[src/rtl/lrq_pkg.sv]
// ----------------------------------------------------------------------------
// lrq_pkg
// Shared types and constants for the Lamport request queue.
// ----------------------------------------------------------------------------
package lrq_pkg;

    localparam int DEPTH_DEF     = 16;
    localparam int TIME_BITS_DEF = 15;

    // Fixed field widths
    localparam int ID_W   = 4;
    localparam int TIME_W = 15;
    localparam int STAT_W = 2;

    // Stream widths
    localparam int S_TDATA_W = 24;
    localparam int S_TUSER_W = 1;
    localparam int M_TDATA_W = 24;
    localparam int M_TUSER_W = 3;

    localparam logic MODE_PUSH    = 1'b0;
    localparam logic MODE_RELEASE = 1'b1;

    typedef enum logic [STAT_W-1:0] {
        STAT_DONE      = 2'd0,
        STAT_FULL      = 2'd1,
        STAT_NOT_FOUND = 2'd2
    } status_t;

    typedef enum logic [1:0] {
        ST_IDLE,
        ST_SCAN,
        ST_OUT
    } state_t;

    // controller -> datapath
    typedef struct packed {
        logic load;
        logic step;
        logic commit;
    } dp_cmd_t;

    // datapath -> controller
    typedef struct packed {
        logic scan_done;
        logic out_free;
    } dp_stat_t;

endpackage

[src/rtl/lrq_ctrl.sv]
// ----------------------------------------------------------------------------
// lrq_ctrl
// Sequencer: accept a transaction, run the table scan, hand off the result.
// ----------------------------------------------------------------------------
module lrq_ctrl (
    input  logic              aclk,
    input  logic              aresetn,
    input  logic              s_tvalid,
    output logic              s_tready,
    input  lrq_pkg::dp_stat_t stat,
    output lrq_pkg::dp_cmd_t  cmd
);
    import lrq_pkg::*;

    state_t state_reg;
    state_t state_next;

    always_ff @(posedge aclk) begin
        if (!aresetn) begin
            state_reg <= ST_IDLE;
        end else begin
            state_reg <= state_next;
        end
    end

    always_comb begin
        state_next = state_reg;
        case (state_reg)
            ST_IDLE: begin
                if (s_tvalid) begin
                    state_next = ST_SCAN;
                end
            end
            ST_SCAN: begin
                if (stat.scan_done) begin
                    state_next = ST_OUT;
                end
            end
            ST_OUT: begin
                if (stat.out_free) begin
                    state_next = ST_IDLE;
                end
            end
            default: begin
                state_next = ST_IDLE;
            end
        endcase
    end

    always_comb begin
        s_tready   = 1'b0;
        cmd        = '0;
        case (state_reg)
            ST_IDLE: begin
                s_tready = 1'b1;
                cmd.load = s_tvalid;
            end
            ST_SCAN: begin
                cmd.step = 1'b1;
            end
            ST_OUT: begin
                cmd.commit = stat.out_free;
            end
            default: begin
                s_tready = 1'b0;
            end
        endcase
    end

endmodule

[src/rtl/lrq_datapath.sv]
// ----------------------------------------------------------------------------
// lrq_datapath
// Request memory, release compaction, head search and output register.
// ----------------------------------------------------------------------------
module lrq_datapath #(
    parameter int DEPTH     = lrq_pkg::DEPTH_DEF,
    parameter int TIME_BITS = lrq_pkg::TIME_BITS_DEF
) (
    input  logic                      aclk,
    input  logic                      aresetn,
    input  lrq_pkg::dp_cmd_t          cmd,
    output lrq_pkg::dp_stat_t         stat,
    input  logic                      s_mode,
    input  logic [lrq_pkg::ID_W-1:0]  s_process_id,
    input  logic [lrq_pkg::TIME_W-1:0] s_request_time,
    input  logic                      m_tready,
    output logic                      m_tvalid,
    output logic [lrq_pkg::ID_W-1:0]  m_head_id,
    output logic [lrq_pkg::TIME_W-1:0] m_head_time,
    output logic                      m_queue_empty,
    output logic [lrq_pkg::STAT_W-1:0] m_status
);
    import lrq_pkg::*;

    localparam int CNT_W = $clog2(DEPTH + 1);
    localparam int IDX_W = $clog2(DEPTH);
    localparam int ENT_W = TIME_BITS + ID_W;

    // entry = {owner, time}
    logic [ENT_W-1:0] mem [DEPTH];

    logic [CNT_W-1:0]     count_reg;
    logic [CNT_W-1:0]     scan_len_reg;
    logic [CNT_W-1:0]     issue_ptr_reg;
    logic                 mode_reg;
    logic [ID_W-1:0]      pid_reg;
    logic                 rd_valid_reg;
    logic [IDX_W-1:0]     rd_idx_reg;
    logic [ENT_W-1:0]     rd_entry_reg;
    logic                 found_reg;
    logic                 best_valid_reg;
    logic [TIME_BITS-1:0] best_time_reg;
    logic [ID_W-1:0]      best_id_reg;
    status_t              status_reg;

    logic                 out_valid_reg;
    logic [ID_W-1:0]      out_id_reg;
    logic [TIME_W-1:0]    out_time_reg;
    logic                 out_empty_reg;
    status_t              out_status_reg;

    logic                 full;
    logic [TIME_BITS-1:0] time_in;
    logic                 issue;
    logic [IDX_W-1:0]     rd_addr;
    logic [ID_W-1:0]      rd_owner;
    logic [TIME_BITS-1:0] rd_time;
    logic                 victim;
    logic                 take;
    logic                 better;
    logic                 wr_en;
    logic [IDX_W-1:0]     wr_addr;
    logic [ENT_W-1:0]     wr_data;
    logic                 push_ok;

    assign full     = (count_reg == CNT_W'(DEPTH));
    assign time_in  = TIME_BITS'(s_request_time);
    assign push_ok  = cmd.load && (s_mode == MODE_PUSH) && !full;
    assign issue    = cmd.step && (issue_ptr_reg != scan_len_reg);
    assign rd_addr  = issue_ptr_reg[IDX_W-1:0];
    assign rd_owner = rd_entry_reg[ENT_W-1 -: ID_W];
    assign rd_time  = rd_entry_reg[TIME_BITS-1:0];

    // first entry of the released id drops out; all later entries shift down
    assign victim = rd_valid_reg && (mode_reg == MODE_RELEASE) && !found_reg
                    && (rd_owner == pid_reg);
    assign take   = rd_valid_reg && !victim;
    assign better = !best_valid_reg
                    || ({rd_time, rd_owner} < {best_time_reg, best_id_reg});

    always_comb begin
        wr_en   = 1'b0;
        wr_addr = count_reg[IDX_W-1:0];
        wr_data = {s_process_id, time_in};
        if (push_ok) begin
            wr_en = 1'b1;
        end else if (take && found_reg) begin
            wr_en   = 1'b1;
            wr_addr = rd_idx_reg - IDX_W'(1);
            wr_data = rd_entry_reg;
        end
    end

    always_ff @(posedge aclk) begin
        if (wr_en) begin
            mem[wr_addr] <= wr_data;
        end
        rd_entry_reg <= mem[rd_addr];
    end

    // scan control
    always_ff @(posedge aclk) begin
        if (!aresetn) begin
            count_reg     <= '0;
            scan_len_reg  <= '0;
            issue_ptr_reg <= '0;
            rd_valid_reg  <= 1'b0;
            found_reg     <= 1'b0;
        end else begin
            rd_valid_reg <= issue;
            if (cmd.load) begin
                issue_ptr_reg <= '0;
                found_reg     <= 1'b0;
                scan_len_reg  <= count_reg;
                if (push_ok) begin
                    count_reg <= count_reg + CNT_W'(1);
                end
            end else begin
                if (issue) begin
                    issue_ptr_reg <= issue_ptr_reg + CNT_W'(1);
                end
                if (victim) begin
                    found_reg <= 1'b1;
                end
                if (cmd.commit && found_reg) begin
                    count_reg <= count_reg - CNT_W'(1);
                end
            end
        end
    end

    // item and running head
    always_ff @(posedge aclk) begin
        if (cmd.load) begin
            mode_reg      <= s_mode;
            pid_reg       <= s_process_id;
            best_time_reg <= time_in;
            best_id_reg   <= s_process_id;
            if (s_mode == MODE_PUSH) begin
                best_valid_reg <= !full;
                status_reg     <= full ? STAT_FULL : STAT_DONE;
            end else begin
                best_valid_reg <= 1'b0;
                status_reg     <= STAT_DONE;
            end
        end else if (take && better) begin
            best_valid_reg <= 1'b1;
            best_time_reg  <= rd_time;
            best_id_reg    <= rd_owner;
        end
        if (issue) begin
            rd_idx_reg <= rd_addr;
        end
    end

    // output register
    always_ff @(posedge aclk) begin
        if (!aresetn) begin
            out_valid_reg <= 1'b0;
        end else if (cmd.commit) begin
            out_valid_reg <= 1'b1;
        end else if (m_tready) begin
            out_valid_reg <= 1'b0;
        end
    end

    always_ff @(posedge aclk) begin
        if (cmd.commit) begin
            out_empty_reg  <= !best_valid_reg;
            out_id_reg     <= best_valid_reg ? best_id_reg : '0;
            out_time_reg   <= best_valid_reg ? TIME_W'(best_time_reg) : '0;
            out_status_reg <= ((mode_reg == MODE_RELEASE) && !found_reg)
                              ? STAT_NOT_FOUND : status_reg;
        end
    end

    assign stat.scan_done = (issue_ptr_reg == scan_len_reg) && !rd_valid_reg;
    assign stat.out_free  = !out_valid_reg || m_tready;

    assign m_tvalid      = out_valid_reg;
    assign m_head_id     = out_id_reg;
    assign m_head_time   = out_time_reg;
    assign m_queue_empty = out_empty_reg;
    assign m_status      = out_status_reg;

endmodule

[src/rtl/lamport_request_queue.sv]
// ----------------------------------------------------------------------------
// lamport_request_queue
// Request table for Lamport mutual exclusion with head-of-queue report.
// ----------------------------------------------------------------------------
// Usage:
//   s_ channel: one transaction per request. s_tuser is the mode (push or
//     release), s_tdata carries process id and timestamp. A push appends the
//     request; a release drops the oldest entry held for that id.
//   m_ channel: exactly one result per input transaction: the head (least
//     timestamp, ties to the smaller id), an empty flag and a status code
//     (done, push dropped on full table, release id not found).
//   Timing: the n entries held before the item are swept once through the
//     single-read-port memory, one entry per cycle. A release compacts the
//     table during the same sweep.
//   One item is in work at a time; s_tready is high only while idle, so a
//     new transaction is taken only after the last result entered the output register.
//   The result sits in an output register; if the receiver stalls, the next
//     item is still accepted and swept, and the block holds in its hand-off
//     step until the register frees up.
//   Reset empties the table at once (count only, no clearing pass) and drops
//     any pending result.
// ----------------------------------------------------------------------------
module lamport_request_queue #(
    parameter int DEPTH     = lrq_pkg::DEPTH_DEF,
    parameter int TIME_BITS = lrq_pkg::TIME_BITS_DEF
) (
    input  logic                           aclk,
    input  logic                           aresetn,
    // input transactions
    input  logic                           s_tvalid,
    output logic                           s_tready,
    input  logic [lrq_pkg::S_TDATA_W-1:0]  s_tdata,  // [3:0] process_id, [18:4] request_time
    input  logic [lrq_pkg::S_TUSER_W-1:0]  s_tuser,  // [0] mode
    // result transactions
    output logic                           m_tvalid,
    input  logic                           m_tready,
    output logic [lrq_pkg::M_TDATA_W-1:0]  m_tdata,  // [3:0] head_id, [18:4] head_time
    output logic [lrq_pkg::M_TUSER_W-1:0]  m_tuser   // [0] queue_empty, [2:1] status
);
    import lrq_pkg::*;

    dp_cmd_t              cmd;
    dp_stat_t             stat;
    logic [ID_W-1:0]      head_id;
    logic [TIME_W-1:0]    head_time;
    logic                 queue_empty;
    logic [STAT_W-1:0]    status;

    lrq_ctrl u_ctrl (
        .aclk     (aclk),
        .aresetn  (aresetn),
        .s_tvalid (s_tvalid),
        .s_tready (s_tready),
        .stat     (stat),
        .cmd      (cmd)
    );

    lrq_datapath #(
        .DEPTH     (DEPTH),
        .TIME_BITS (TIME_BITS)
    ) u_datapath (
        .aclk           (aclk),
        .aresetn        (aresetn),
        .cmd            (cmd),
        .stat           (stat),
        .s_mode         (s_tuser[0]),
        .s_process_id   (s_tdata[ID_W-1:0]),
        .s_request_time (s_tdata[ID_W +: TIME_W]),
        .m_tready       (m_tready),
        .m_tvalid       (m_tvalid),
        .m_head_id      (head_id),
        .m_head_time    (head_time),
        .m_queue_empty  (queue_empty),
        .m_status       (status)
    );

    // pack result, pad to whole bytes
    assign m_tdata = {{(M_TDATA_W - ID_W - TIME_W){1'b0}}, head_time, head_id};
    assign m_tuser = {status, queue_empty};

    // empty table reports a zero head
    a_empty_zero_head: assert property (@(posedge aclk) disable iff (!aresetn)
        (m_tvalid && m_tuser[0]) |-> (m_tdata[ID_W+TIME_W-1:0] == '0))
        else $error("empty result with nonzero head");

    // a dropped push means the table was full, so never empty
    a_full_not_empty: assert property (@(posedge aclk) disable iff (!aresetn)
        (m_tvalid && (m_tuser[2:1] == STAT_FULL)) |-> !m_tuser[0])
        else $error("full-table drop reported an empty table");

    // no second transaction while one is in work
    a_busy_after_load: assert property (@(posedge aclk) disable iff (!aresetn)
        cmd.load |=> !s_tready)
        else $error("input ready right after accept");

    // a committed result shows up on the output
    a_commit_valid: assert property (@(posedge aclk) disable iff (!aresetn)
        cmd.commit |=> m_tvalid)
        else $error("commit without result valid");

endmodule
[config.mk]
export PLATFORM = sky130hd
export DESIGN_NAME = lamport_request_queue
export DESIGN_NICKNAME = d
export VERILOG_FILES = /design/src/rtl/lrq_pkg.sv /design/src/rtl/lrq_ctrl.sv /design/src/rtl/lrq_datapath.sv /design/src/rtl/lamport_request_queue.sv
export SDC_FILE = /design/constraint.sdc
export NUM_CORES = 1
export LEC_CHECK = 0
export BUFFER_PORTS_ARGS = -buffer_cell sky130_fd_sc_hd__buf_2
export CAP_MARGIN = 20
export CORE_UTILIZATION = 47
export DETAILED_ROUTE_END_ITERATION = 6
export HOLD_SLACK_MARGIN = 0.1
export RECOVER_POWER = 25
export SYNTH_ARGS = -nofsm -noshare
export SYNTH_HDL_FRONTEND = slang
export SYNTH_SLANG_ARGS = --single-unit
[constraint.sdc]
create_clock -name aclk -period 8.3 [get_ports aclk]
set_input_delay 0.415 -clock aclk [delete_from_list [all_inputs] [get_ports aclk]]
set_output_delay 0.415 -clock aclk [all_outputs]
set_load 0.03 [all_outputs]
==> results of run 1 <==
routing by layer:
layer	GRT usage, %	share of wire, %
met3	3.421	5.1
met1	26.59	42
met2	33.85	51
met4	5.620	2.2
met5	0	0
power by group:
group / internal [W] / switching (W) / total, W
Clock: 0.00108 / 0.000738 / 0.00182
Combinational: 0.000111 / 0.000199 / 0.000310
Sequential: 0.00225 / 0.0000409 / 0.00229
layout by cell type, fill, tap and decap left out, types with 2 or more instances in the layout:
cell type                         n
sky130_fd_sc_hd__edfxtp_1       356
sky130_fd_sc_hd__mux4_2          95
sky130_fd_sc_hd__nand2_1         77
sky130_fd_sc_hd__clkbuf_16       43
sky130_fd_sc_hd__dfxtp_1         39
sky130_fd_sc_hd__clkbuf_1        38
sky130_fd_sc_hd__inv_1           27
sky130_fd_sc_hd__nor2_1          27
sky130_fd_sc_hd__ha_1            23
sky130_fd_sc_hd__buf_2           19
sky130_fd_sc_hd__nor2_4          17
sky130_fd_sc_hd__a21oi_1         17
sky130_fd_sc_hd__mux2_2          15
sky130_fd_sc_hd__xor2_1           8
sky130_fd_sc_hd__nor3_1           8
sky130_fd_sc_hd__o21ai_0          8
sky130_fd_sc_hd__clkinv_2         8
sky130_fd_sc_hd__xnor2_1          7
sky130_fd_sc_hd__a21boi_0         7
sky130_fd_sc_hd__nand4_1          6
sky130_fd_sc_hd__clkinv_1         6
sky130_fd_sc_hd__mux2_1           5
sky130_fd_sc_hd__nand3_1          5
sky130_fd_sc_hd__nor2b_1          5
sky130_fd_sc_hd__mux2i_1          5
sky130_fd_sc_hd__conb_1           5
sky130_fd_sc_hd__nor4_1           4
sky130_fd_sc_hd__a31oi_1          4
sky130_fd_sc_hd__and2_1           4
sky130_fd_sc_hd__a21o_1           4
sky130_fd_sc_hd__clkinvlp_4       4
sky130_fd_sc_hd__clkbuf_8         4
sky130_fd_sc_hd__or3_1            3
sky130_fd_sc_hd__bufinv_16        3
sky130_fd_sc_hd__nand2b_1         2
sky130_fd_sc_hd__and3_1           2
sky130_fd_sc_hd__clkinv_4         2
sky130_fd_sc_hd__dlygate4sd3_1    2
logic make-up (layout without fill, tap and decap cells):
logic type | count (synthesis) | after routing | synth area share (%)
buf+inv | 70 | 159 | 1.996
mux | 120 | 120 | 15.35
xor+xnor | 15 | 15 | 0.8350
flops | 395 | 395 | 72.91
other cells | 1 | 5 | 0.02383
simple gates | 164 | 164 | 4.612
fa+ha+maj | 24 | 24 | 1.956
compound gates | 52 | 52 | 2.322
path summary, 6_finish.rpt:
kind,start,cells after the start,endpoint,slack [ns]
min,s_tdata[12],3,u_datapath.best_time_reg[8],0.18
min reg2reg,u_datapath.scan_len_reg[2],2,u_datapath.scan_len_reg[2],0.48
max reg2reg,u_datapath.issue_ptr_reg[0],3,u_datapath.rd_entry_reg[8],3.50
max,u_datapath.issue_ptr_reg[0],3,u_datapath.rd_entry_reg[8],3.50
through the flow:
stage | hold slack [ns] | area (sq um) | utilization, % | setup slack (ns)
2_1_floorplan | 0.4029 | 15750 | - | 5.100
3_3_place_gp | 0.4642 | 16490 | 50.42 | 4.799
3_5_place_dp | 0.4726 | 16490 | 50.42 | 4.653
4_1_cts | 0.1261 | 17870 | 54.64 | 4.626
5_1_grt | 0.1828 | 17780 | 54.38 | 2.893
6_report | 0.1845 | 17780 | 54.38 | 3.504
cell type report:
cell class                      instances  area share [%]
Sequential cell                       395           64.50
Timing Repair Buffer                   55           1.393
Clock inverter                         23           1.154
Multi-Input combinational cell        380           22.76
Clock buffer                           53           6.487
Tap cell                              442           3.110
Inverter                               28          0.5910
critical path, cell delays in order, from the launching register on:
cell and delay [ns]:
sky130_fd_sc_hd__dfxtp_1 1.87, sky130_fd_sc_hd__clkbuf_2 1.59, sky130_fd_sc_hd__mux4_2 0.67, sky130_fd_sc_hd__mux4_2 0.48
==> qor.tcl, run 1 <==
set qor(final_critical_path_share_of_the_clock_period_pct) 57.78
set qor(setup_viol_count_final) 0
set qor(grt_use_total_pct) 19.96
set qor(globalplace.congestion) 0.7809
set qor(postSynth.asyncResetShare_pct) 0
set qor(initial_utilization_pct) 48.11
set qor(grt_start_max_net_pins) 77
set qor(largest_register_ffs) 304
set qor(critical_path_class) {register to register}
set qor(io_buffer_count) 47
set qor(synth_flop_cell) {sky130_fd_sc_hd__edfxtp_1}
set qor(yosys.area.top_type) {sky130_fd_sc_hd__edfxtp_1}
set qor(multiInputGateArea_sq_um) 4048
set qor(register_area_sq_um) 11470
set qor(die_x_um) 185.0
set qor(vias_in_the_first_global_route) 7974
set qor(drc_errors) 0
set qor(slew_headroom_pct) -53.96
set qor(fin_skew_ns) 0.01305
set qor(reported_leakage_power_nw) 5.759
set qor(clock_path_buffers) 3
set qor(initial_antenna_violation_count) 0
set qor(std_cell_rows) 66
set qor(synth.yosys.seq_area_share_pct) 72.91
set qor(postCtsResizedCells) 0
set qor(dpl.hpwl_um) 18720
set qor(synth.cell_area_sq_um) 15730
set qor(critical_path.max_fanout) 47
set qor(globalRouteOverflowTotal) 0
set qor(worst_pin_slew_ns) 2.306
set qor(floorplan.io_pins) 58
set qor(die_area_sq_um) 34210
set qor(layout_min_cycle_time_ns) 4.796
set qor(num_vias) 7698
set qor(post_synth_main_area_contributors) {sky130_fd_sc_hd__edfxtp_1 (68%), sky130_fd_sc_hd__mux4_2 (14%), sky130_fd_sc_hd__dfxtp_1 (5.0%), sky130_fd_sc_hd__nand2_1 (1.8%), sky130_fd_sc_hd__ha_1 (1.8%)}
set qor(synthDistinctLibCells) 49
set qor(tritoncts.num_buffers) 41
set qor(synth_top_area_share_pct) 67.94
set qor(unrepaired_setup_endpoints_after_global_routing) {no}
set qor(crit_path_end_kind) {register}
set qor(violations) {max-capacitance violations, max-slew violations}
set qor(start_kind) {register}
set qor(cts.clk_slew.worst_paths_ns) 0.06
set qor(worstPathRequired_ns) 8.70
set qor(tns_ns) 0
set qor(cts_num_sinks) 395
set qor(first_pass_grt_wire_length_um) 48920
set qor(outcome) {finished with violations}
set qor(final_cells) 1376
set qor(vdd_drop_max_uv) 126.5
set qor(fillerInstances) 2542
set qor(ctsRootBufferMaster) {sky130_fd_sc_hd__clkbuf_16}
set qor(maxSlewViolCount) 170
set qor(syn-instance-count) 841
set qor(drt-wirelength-per-cell_um) 23.84
set qor(avgSynthCellArea_sq_um) 18.71
set qor(areaGrowthSynthToFinish_pct) 13.03
set qor(route.detailed.vias_per_inst) 5.594
set qor(arr_time_crit_path_ns) 5.20
set qor(synth_seq_cells) 395
set qor(pwr_density_cell_nw_per_um2) 248.2
set qor(first_pass_iteration_count_of_the_detailed_router) 5
set qor(final_antenna_net_count) 0
set qor(cts.hold.buffers_added) 2
set qor(maxCapViolations) 5
set qor(power.total_w) 0.004414
set qor(post-cts-setup-buffers) 0
set qor(edff_count_synth) 356
set qor(final-hold-violation-count) 0
set qor(worst_skew_late_latency_ns) 0.53
set qor(cts_tree) {yes}
set qor(antenna-diode-count) 0
set qor(dpl.cell_count) 1296
set qor(htree_num_levels) 2
set qor(iteration_0_drc_count_of_the_detailed_router) 630
set qor(holdCritPathClass) {primary input to register}
set qor(max_freq_mhz) 208.5
set qor(ys_warn_count) 0
set qor(drive_gt1_share_pct) 23.13
set qor(synth.most_common_cell) {sky130_fd_sc_hd__edfxtp_1}
set qor(core_area_sq_um) 32700
set qor(yosys-top-cells-count) {sky130_fd_sc_hd__edfxtp_1 (356), sky130_fd_sc_hd__mux4_2 (95), sky130_fd_sc_hd__nand2_1 (77)}
set qor(routed_wirelength_um) 32810
set qor(dieHeight_um) 185.0
set qor(layout.nets) 954
Note: power is estimated with default switching activity, not from simulation.
==> inputs of run 2 (changes only) <==
ABC_AREA = 1   (was default)
PLACE_DENSITY = 0.66   (was default)
clock period = 3.9 ns   (was 8.3 ns; I/O delays follow)
==> run 2 against run 1 <==
Compared with the run above: the run still ends with max-capacitance violations, max-slew violations left; synthesized cell count rose by 62%; area after synthesis rose by 3.1%; critical endpoint is now u_datapath.issue_ptr_reg[1]; cell count rose by 40%; worst setup slack got worse by 2.7 ns; global-route usage rose by 0.19 points; register-to-register slack got worse by 2.7 ns; routed wire length rose by 7.2%; die area rose by 3.0%; combinational power rose by 140%; count of clock-buffer cells in the layout fell by 2.
==> qor.tcl, run 2 <==
set qor(most_frequent_cells_in_the_layout) {sky130_fd_sc_hd__edfxtp_1 (356), sky130_fd_sc_hd__nor2_1 (212), sky130_fd_sc_hd__o21ai_0 (190)}
set qor(synth.yosys.seq_area_share_pct) 70.74 ;# -2.2 points
set qor(vias_in_the_first_global_route) 9863 ;# +24%
set qor(cts.hold.buffers_added) 22 ;# +20
set qor(avgSynthCellArea_sq_um) 11.89 ;# -36%
set qor(violations) {max-capacitance violations, max-slew violations}
set qor(final_antenna_net_count) 0 ;# unchanged
set qor(globalplace.congestion) 0.8070 ;# +3.3%
set qor(cts_tree) {yes}
set qor(synth.cell_area_sq_um) 16220 ;# +3.1%
set qor(pwr_density_cell_nw_per_um2) 508.4 ;# +100%
set qor(layout.nets) 1500 ;# +57%
set qor(die_area_sq_um) 35250 ;# +3.0%
set qor(critical_path.max_fanout) 61 ;# +30%
set qor(maxSlewViolCount) 33 ;# -81%
set qor(first_pass_iteration_count_of_the_detailed_router) 5 ;# unchanged
set qor(ys_warn_count) 0 ;# unchanged
set qor(share_seq_of_total_power_pct) 51.6 ;# -0.2 points
set qor(synthDistinctLibCells) 37 ;# -24%
set qor(outcome) {finished with violations}
set qor(sw_frac_of_total_pct) 23.32 ;# +1.2 points
set qor(unrepaired_setup_endpoints_after_global_routing) {no}
set qor(power.total_w) 0.009383 ;# +110%
set qor(edff_count_synth) 356 ;# unchanged
set qor(postSynth.asyncResetShare_pct) 0 ;# unchanged
set qor(io_buffer_count) 47 ;# unchanged
set qor(htree_num_levels) 2 ;# unchanged
set qor(core_area_sq_um) 33700 ;# +3.1%
set qor(drt-wirelength-per-cell_um) 18.26 ;# -23%
set qor(yosys-top-cells-count) {sky130_fd_sc_hd__edfxtp_1 (356), sky130_fd_sc_hd__nor2_1 (227), sky130_fd_sc_hd__o21ai_0 (188)}
set qor(layout_min_cycle_time_ns) 3.116 ;# -1.680 ns
set qor(iteration_0_drc_count_of_the_detailed_router) 978 ;# +55%
set qor(synth_seq_cells) 395 ;# unchanged
set qor(worstPathRequired_ns) 4.31 ;# -4.39 ns
set qor(setup_viol_count_final) 0 ;# unchanged
set qor(power.combinational.fraction_pct) 7.9 ;# +0.9 points
set qor(first_pass_grt_wire_length_um) 55460 ;# +13%
set qor(mostFrequentLayoutCell) {sky130_fd_sc_hd__edfxtp_1}
set qor(maxCapViolations) 1 ;# -4
set qor(die_x_um) 187.7 ;# +1.5%
set qor(areaGrowthSynthToFinish_pct) 13.82
set qor(floorplan.io_pins) 58 ;# unchanged
set qor(yosys.area.top_type) {sky130_fd_sc_hd__edfxtp_1}
set qor(grt_use_total_pct) 20.15 ;# +0.19 points
set qor(arr_time_crit_path_ns) 3.53 ;# -1.67 ns
set qor(cts.clk_slew.worst_paths_ns) 0.06 ;# about the same
set qor(power.clock.fraction_pct) 40.5 ;# -0.7 points
set qor(worst_hold_slack_ns) 0.1778 ;# -0.006657 ns
set qor(reported_leakage_power_nw) 6.667 ;# +16%
set qor(tns_ns) 0 ;# unchanged
set qor(drc_errors) 0 ;# unchanged
set qor(dpl.hpwl_um) 20790 ;# +11%
set qor(route.detailed.vias_per_inst) 5.425 ;# -3.0%
set qor(antenna-diode-count) 0 ;# unchanged
set qor(holdCritPathClass) {primary input to register}
set qor(worst_pin_slew_ns) 1.651 ;# -0.6552 ns
set qor(cts_num_sinks) 395 ;# unchanged
set qor(num_vias) 10440 ;# +36%
set qor(clock_path_buffers) 3 ;# unchanged
set qor(register_area_sq_um) 11470 ;# about the same
set qor(synth_flop_cell) {sky130_fd_sc_hd__edfxtp_1}
set qor(vdd_drop_max_uv) 297.1 ;# +130%
set qor(initial_utilization_pct) 48.12 ;# about the same
set qor(multiInputGateArea_sq_um) 4019 ;# -0.71%
set qor(grt_start_max_net_pins) 121 ;# +57%
set qor(start_kind) {register}
set qor(p_sw_w) 0.002188 ;# +120%
set qor(routed_wirelength_um) 35150 ;# +7.2%
set qor(fin_util_pct) 54.77 ;# +0.39 points
set qor(ctsRootBufferMaster) {sky130_fd_sc_hd__clkbuf_16}
set qor(initial_antenna_violation_count) 1 ;# +1
set qor(critical_path_class) {register to register}
set qor(slew_headroom_pct) -10.07 ;# +44 points
set qor(setup_slack_ns) 0.7839 ;# -2.720 ns
set qor(tritoncts.num_buffers) 40 ;# -2.4%
set qor(postCtsResizedCells) 0 ;# unchanged
set qor(place_ws_ns) 1.126 ;# -3.527 ns
set qor(crit_path_end_kind) {register}
set qor(post_synth_main_area_contributors) {sky130_fd_sc_hd__edfxtp_1 (66%), sky130_fd_sc_hd__o21ai_0 (5.8%), sky130_fd_sc_hd__nor2_1 (5.3%), sky130_fd_sc_hd__dfxtp_1 (4.8%), sky130_fd_sc_hd__nand2_1 (3.5%)}
set qor(final-hold-violation-count) 0 ;# unchanged
set qor(drive_gt1_share_pct) 10.16 ;# -13 points
set qor(synth.most_common_cell) {sky130_fd_sc_hd__edfxtp_1}
set qor(worst_skew_late_latency_ns) 0.54 ;# about the same
set qor(std_cell_rows) 67 ;# +1.5%
set qor(max_freq_mhz) 320.9 ;# +54%
set qor(fillerInstances) 2796 ;# +10%
set qor(cellInternalPower_w) 0.007195 ;# +110%
set qor(syn-instance-count) 1364 ;# +62%
set qor(synth_top_area_share_pct) 65.93 ;# -2.0 points
set qor(largest_register_ffs) 304 ;# unchanged
set qor(globalRouteOverflowTotal) 0 ;# unchanged
set qor(post-cts-setup-buffers) 0 ;# unchanged
set qor(final_critical_path_share_of_the_clock_period_pct) 79.90 ;# +22 points
set qor(fin_skew_ns) 0.01136 ;# -0.001681 ns
set qor(dieHeight_um) 187.7 ;# +1.5%
run 2: changes by cell type after synthesis, moves of 15 or more:
cell                       previous run  this run
sky130_fd_sc_hd__clkbuf_1            20        36
sky130_fd_sc_hd__o21ai_0              8       188
sky130_fd_sc_hd__o221ai_1             0        22
sky130_fd_sc_hd__nand3_1              5        48
sky130_fd_sc_hd__o211ai_1             1        16
sky130_fd_sc_hd__buf_2                8        23
sky130_fd_sc_hd__nand2_1             77       150
sky130_fd_sc_hd__mux2_2              20         0
sky130_fd_sc_hd__nor2_1              43       227
sky130_fd_sc_hd__inv_1               27        92
sky130_fd_sc_hd__o22ai_1              0        38
sky130_fd_sc_hd__a21oi_1             17        39
sky130_fd_sc_hd__mux4_2              95         0
run 2: path summary, 6_finish.rpt:
check / from / endpoint / slack, ns / depth (start not counted)
min reg2reg: u_datapath.scan_len_reg[1] / u_datapath.scan_len_reg[1] / 0.48 / 2
min: s_tvalid / u_ctrl.state_reg[1] / 0.18 / 5
max reg2reg: u_datapath.issue_ptr_reg[1] / u_datapath.issue_ptr_reg[1] / 0.78 / 10
max: u_datapath.issue_ptr_reg[1] / u_datapath.issue_ptr_reg[1] / 0.78 / 10
run 2: worst max-delay path, cell delays in order (launching register included):
cell and delay [ns]:
sky130_fd_sc_hd__dfxtp_1 1.01, sky130_fd_sc_hd__inv_1 0.08, sky130_fd_sc_hd__clkbuf_2 0.81, sky130_fd_sc_hd__nand2_1 0.24, sky130_fd_sc_hd__nand2_1 0.09, sky130_fd_sc_hd__a21oi_2 0.12
sky130_fd_sc_hd__nand3_2 0.18, sky130_fd_sc_hd__nand2_4 0.18, sky130_fd_sc_hd__inv_1 0.13, sky130_fd_sc_hd__nand2_1 0.09, sky130_fd_sc_hd__a21oi_2 0.05
run 2: area by class of cell:
class	instances	share of cell area, %
Clock buffer	51	5.756
Clock inverter	21	1.281
Inverter	97	1.986
Multi-Input combinational cell	799	21.77
Sequential cell	395	62.17
Tap cell	448	3.037
Timing Repair Buffer	114	3.993
run 2: metrics by stage:
step | instances | cell area [sq um]
global route | 1925 | 18460
finish | 1925 | 18460
floorplan | 1368 | 16230
global placement | 1830 | 17030
detailed placement | 1831 | 17040
CTS | 1925 | 18560
run 2: cells by family (layout without fill, tap and decap cells):
group,Yosys count,after routing,synth area share (%)
simple gates,445,445,11.26
buf+inv,174,283,4.637
fa+ha+maj,24,24,1.898
compound gates,314,314,10.85
flops,395,395,70.74
other cells,1,5,0.02313
xor+xnor,11,11,0.5941
run 2: per-layer routing:
layer	part of all wire (%)	GRT usage (%)	vias to the layer above	wire, um
met5	0	0	-	0
met3	7.4	3.294	63	2614
met1	45	29.61	5024	15910
met4	2.1	5.378	0	740
li1	-	-	4976	-
met2	45	31.11	380	15890
run 2: power groups by stage:
stage | Clock [W] | Combinational, W | Sequential (W)
6_report | 0.00380 | 0.000742 | 0.00484
5_1_grt | 0.00404 | 0.000840 | 0.00485
4_1_cts | 0.00387 | 0.000758 | 0.00484
3_5_place_dp | 0 | 0.000732 | 0.00493
3_3_place_gp | 0 | 0.000715 | 0.00492
2_1_floorplan | 0 | 0.000506 | 0.00491
